File: src/sv/cfma_pkg.sv
// ----------------------------------------------------------------------------
// Cylindrical FFT magnitude averager package
// Shared geometry constants, codes and controller/datapath interface types.
// ----------------------------------------------------------------------------
package cfma_pkg;

  localparam int SPAN_X  = 128;
  localparam int ROWS_Z  = 128;
  localparam int HALF_X  = SPAN_X / 2;
  localparam int CELLS   = HALF_X * ROWS_Z;
  localparam int IDX_W   = $clog2(CELLS);

  localparam int SUM_W   = 48;
  localparam int TALLY_W = 24;
  localparam int MEAN_W  = 32;
  localparam int MAG_W   = 32;
  localparam int WORD_W  = SUM_W + TALLY_W;
  localparam int FREQ_W  = 7;
  localparam int WGT_W   = 16;
  localparam logic [WGT_W-1:0] WGT_RESET = 16'd4096;

  localparam int R2_W    = 18;
  localparam int ROOT_W  = R2_W / 2;
  localparam int REM_W   = ROOT_W + 3;
  localparam int RAD_W   = ROOT_W + 1;
  localparam int SQ_ITER = ROOT_W;
  localparam int SQC_W   = $clog2(SQ_ITER);
  localparam int DIV_ITER = SUM_W;
  localparam int DVC_W   = $clog2(DIV_ITER);

  typedef enum logic [1:0] {
    OP_ACC   = 2'd0,
    OP_READ  = 2'd1,
    OP_CLEAR = 2'd2,
    OP_NOP   = 2'd3
  } op_e;

  typedef enum logic [3:0] {
    ST_SWEEP,
    ST_IDLE,
    ST_SQUARE,
    ST_R2,
    ST_ROOT,
    ST_ADDR,
    ST_FETCH,
    ST_WAIT,
    ST_DIVIDE,
    ST_CLEAR,
    ST_DONE
  } state_e;

  typedef struct packed {
    logic capture;
    logic square;
    logic root_start;
    logic root_step;
    logic addr_load;
    logic mem_read;
    logic acc_write;
    logic clr_write;
    logic sweep_write;
    logic div_start;
    logic div_step;
    logic out_load;
  } cmd_t;

  typedef struct packed {
    op_e  op;
    logic addr_ok;
    logic root_done;
    logic div_done;
    logic sweep_done;
  } status_t;

endpackage

File: src/sv/cfma_ctrl.sv
// ----------------------------------------------------------------------------
// Averager controller
// Sequences reset sweep, radius, store access, division and output transfer.
// ----------------------------------------------------------------------------
module cfma_ctrl
  import cfma_pkg::*;
(
  input  logic    clk_i,
  input  logic    rst_ni,
  input  logic    in_valid_i,
  input  logic    in_op_acc_i,
  output logic    in_ready_o,
  output logic    out_valid_o,
  input  logic    out_ready_i,
  input  status_t status_i,
  output cmd_t    cmd_o
);

  state_e state_q, state_d;
  logic   out_valid_q, out_valid_d;
  logic   out_free;

  assign out_free = !out_valid_q || out_ready_i;

  always_ff @(posedge clk_i or negedge rst_ni) begin
    if (!rst_ni) begin
      state_q     <= ST_SWEEP;
      out_valid_q <= 1'b0;
    end else begin
      state_q     <= state_d;
      out_valid_q <= out_valid_d;
    end
  end

  always_comb begin
    state_d = state_q;
    unique case (state_q)
      ST_SWEEP:  if (status_i.sweep_done) state_d = ST_IDLE;
      ST_IDLE:   if (in_valid_i) state_d = in_op_acc_i ? ST_SQUARE : ST_ADDR;
      ST_SQUARE: state_d = ST_R2;
      ST_R2:     state_d = ST_ROOT;
      ST_ROOT:   if (status_i.root_done) state_d = ST_ADDR;
      ST_ADDR: begin
        if (!status_i.addr_ok) begin
          state_d = ST_DONE;
        end else if (status_i.op == OP_CLEAR) begin
          state_d = ST_CLEAR;
        end else begin
          state_d = ST_FETCH;
        end
      end
      ST_FETCH:  state_d = ST_WAIT;
      ST_WAIT:   state_d = (status_i.op == OP_READ) ? ST_DIVIDE : ST_DONE;
      ST_DIVIDE: if (status_i.div_done) state_d = ST_DONE;
      ST_CLEAR:  state_d = ST_DONE;
      ST_DONE:   if (out_free) state_d = ST_IDLE;
      default:   state_d = ST_IDLE;
    endcase
  end

  always_comb begin
    cmd_o      = '0;
    in_ready_o = 1'b0;
    unique case (state_q)
      ST_SWEEP:  cmd_o.sweep_write = 1'b1;
      ST_IDLE: begin
        in_ready_o    = 1'b1;
        cmd_o.capture = in_valid_i;
      end
      ST_SQUARE: cmd_o.square     = 1'b1;
      ST_R2:     cmd_o.root_start = 1'b1;
      ST_ROOT:   cmd_o.root_step  = 1'b1;
      ST_ADDR:   cmd_o.addr_load  = 1'b1;
      ST_FETCH:  cmd_o.mem_read   = 1'b1;
      ST_WAIT: begin
        cmd_o.acc_write = (status_i.op == OP_ACC);
        cmd_o.div_start = (status_i.op == OP_READ);
      end
      ST_DIVIDE: cmd_o.div_step  = 1'b1;
      ST_CLEAR:  cmd_o.clr_write = 1'b1;
      ST_DONE:   cmd_o.out_load  = out_free;
      default:   cmd_o = '0;
    endcase
  end

  always_comb begin
    out_valid_d = out_valid_q;
    if (cmd_o.out_load) begin
      out_valid_d = 1'b1;
    end else if (out_ready_i) begin
      out_valid_d = 1'b0;
    end
  end

  assign out_valid_o = out_valid_q;

endmodule

File: config.mk
export PLATFORM = sky130hd
export DESIGN_NAME = cfma_ctrl
export DESIGN_NICKNAME = d
export VERILOG_FILES = /design/src/sv/cfma_pkg.sv /design/src/sv/cfma_ctrl.sv
export SDC_FILE = /design/constraint.sdc
export NUM_CORES = 1
export LEC_CHECK = 0
export BUFFER_PORTS_ARGS = -buffer_cell sky130_fd_sc_hd__clkbuf_2
export CORE_AREA = 2 2 39 41
export CTS_BUF_LIST = sky130_fd_sc_hd__clkbuf_8
export CTS_CLUSTER_SIZE = 8
export DETAILED_ROUTE_END_ITERATION = 6
export DIE_AREA = 0 0 41 43
export PLACE_DENSITY = 0.71
export SYNTH_ARGS = -nofsm -noshare
export SYNTH_HDL_FRONTEND = slang
export SYNTH_SLANG_ARGS = --single-unit
export TNS_END_PERCENT = 20
File: constraint.sdc
create_clock -name clk_i -period 2.2 [get_ports clk_i]
set_clock_uncertainty 0.2 [all_clocks]
set_input_delay 0.11 -clock clk_i [delete_from_list [all_inputs] [get_ports clk_i]]
set_output_delay 0.11 -clock clk_i [all_outputs]
set_load 0.02 [all_outputs]
==> flow_summary.toml <==
[outcome]
outcome = "completed"

[timing]
relSlewSlack_pct = 66.9
final_hold_viol_count = 0
whs_ns = 0.0385
setup_tns_ns = 0
tightest_slew_ns = 0.497
max_freq_ghz = 0.527
grt_setup_unrepaired = "false"
slew_viol_final = 0
min_period_over_period_pct = 86.2
finalSetupViolations = 0
period_needed_ns = 1.90

[routing]
postRouteAntennaNets = 0
firstDrtPassIters = 6
drtIter0Drc = 21
drcViolationCount = 0
routed_wl_um = 1280
topRoutingLayerUsed = "met3"
vias = 601
wl_met2_um = 654
wl_met3_um = 97
viasPerCell = 5.56
wl_met1_um = 531
wire_per_inst_um = 11.9

[yosys]
netlist_area_um2 = 514
synth_ff_type = "dfrtp_1"
syn_inst = 69
muxShareOfSynthArea_pct = 0
synth-seq-cells = 5
synth-compound-area-share_pct = 25.1
synth_top_family_by_area = "simple AND/OR/NAND/NOR gates"
yosysSeqAreaShare_pct = 24.3
synthArstFlopShare_pct = 100
ys_warn_count = 0
synthXorXnorAreaFrac_pct = 0
synth_fa_ha_area_share_pct = 0
synth_simple_gate_area_share_pct = 40.1
synth-edff-count = 0
syn-num-nets = 80
synth.avg_cell_area_um2 = 7.45
synth_cell_type_count = 33

[worst_setup_path]
critPathLaunchType = "register"
crit_path_end_kind = "register"
cp_data_required_time_ns = 2.07
worst-path-max-fanout = 19
path_class = "register to register"
arrival_ns = 1.77

[clocking]
cts.path.max_buffers = 2
cts_sinks = 5
cts_tree = "built"
clockRootBuffer = "clkbuf_8"
clk_pin_slew_ns = 0.04
h-tree-depth = 1
numCtsBuffers = 3
insertion_delay_ns = 0.22

[cells_and_area]
area_growth_pct = 31.6
final_cell_mix = "24 x clkbuf_2, 7 x nand2b_1, 7 x nand2_1, 5 x nor3_1, 5 x dfrtp_1"
nNetsFinal = 104
nFillCells = 133
final_common_cell = "clkbuf_2"
antennaDiodeCount = 0
layout-drive-gt1-share_pct = 30.4

[pwr]
clock_power_share_pct = 18.7
combPwrFrac_pct = 52.8
internal_power_mw = 0.442
sequentialPowerShare_pct = 28.5
p_per_area_nw_per_um2 = 1270
p_sw_mw = 0.420
ir_worst_vdd_v = 0.000793
design_power_total_mw = 0.862
p_leak_nw = 0.332
switching_share_pct = 48.7

[die]
io_pins = 25
fp.dieH_um = 43
floorplan.initialDensity_pct = 37.2
rows = 14
die_w_um = 41
coreArea_um2 = 1380
die-area_um2 = 1760

[run]
drv_cap = 0

[global_routing]
antenna_found_initial = 0
grt_max_degree = 20
grt_pass1_wl_um = 2040
overflow = 0
grt_usage_pct = 16.5
grt_pass1_vias = 522

[placement]
gp_congestion = 0.735
io_buffers = 24
dpl.hpwl_um = 978

[hold_path]
min_path_type = "input port to asynchronous set/reset pin"
[flip-flops by register name, summed over array words and instances (netlist names)]
name,flops
state_q,4
out_valid_o,1
[final cells by class]
| type | count | area, um2 | area share, % |
|---|---|---|---|
| tap | 16 | 20.0 | 2.96 |
| inverter | 3 | 11.3 | 1.66 |
| clock inverter | 1 | 3.75 | 0.555 |
| clock buffer | 3 | 41.3 | 6.10 |
| sequential | 5 | 125 | 18.5 |
| multi-input combinational | 54 | 335 | 49.5 |
| timing repair buffer | 26 | 140 | 20.7 |
[synth_stat cells (2+ instances only)]
library cell / number / area share [%]
nand2_1: 7 / 5.1
nand2b_1: 7 / 8.5
dfrtp_1: 5 / 24
nor3_1: 5 / 4.9
a21oi_1: 4 / 3.9
buf_2: 4 / 3.9
nor2_1: 4 / 2.9
inv_1: 3 / 2.2
nor4_1: 3 / 3.7
a211o_1: 2 / 3.4
nor2b_1: 2 / 2.4
o22ai_1: 2 / 2.4
[path summary, 6_finish.rpt]
check	startpoint	endpoint	slack, ns	cells past startpoint
worst max-delay path	state_q[1]	state_q[2]	0.30	3
worst min register to register	out_valid_o	out_valid_o	0.37	2
max in group asynchronous	rst_ni	state_q[2]	1.62	2
worst max register to register	state_q[1]	state_q[2]	0.30	3
min in group clk_i	out_ready_i	out_valid_o	0.05	3
worst min-delay path	rst_ni	state_q[1]	0.04	2
[routing by layer]
metal,GRT usage (%),up-vias
met5,0,-
met4,4.67,0
met3,7.33,0
met2,24.1,21
met1,21.5,282
li1,-,298
[per-stage QoR]
step                std cells  area [um2]  utilization (%)  setup WS [ns]
finish                    108         677             48.9          0.304
floorplan                  69         514                -          0.266
global placement          102         612             44.2          0.406
detailed placement        102         612             44.2          0.320
global route              108         677             48.9          0.171
CTS                       108         677             48.9          0.318
[worst max-delay path, cell delays in order, from the launching register on]
cell	delay (ns)
dfrtp_1	0.54
or4_1	0.58
a32oi_1	0.29
o41ai_1	0.13
[power by group through the flow]
stage,registers [mW],clock network (mW),logic [mW]
2_1_floorplan,0.160,0,0.434
3_3_place_gp,0.238,0,0.446
3_5_place_dp,0.243,0,0.449
4_1_cts,0.242,0.166,0.454
5_1_grt,0.257,0.176,0.503
6_report,0.246,0.161,0.455
[logic make-up (layout without fill, tap and decap cells)]
kind of cell           Yosys count  after routing
and+or+nand+nor                 36             36
AOI/OAI and AO/OA               18             18
buffers and inverters           10             33
DFF                              5              5
[what timing repair did]
item | in CTS | in global routing
hold endpoints to repair | 6 | 0
setup buffers | 0 | 0
hold buffers | 2 | 0
gates resized for setup | 0 | 0
Note: power is estimated with default switching activity, not from simulation.
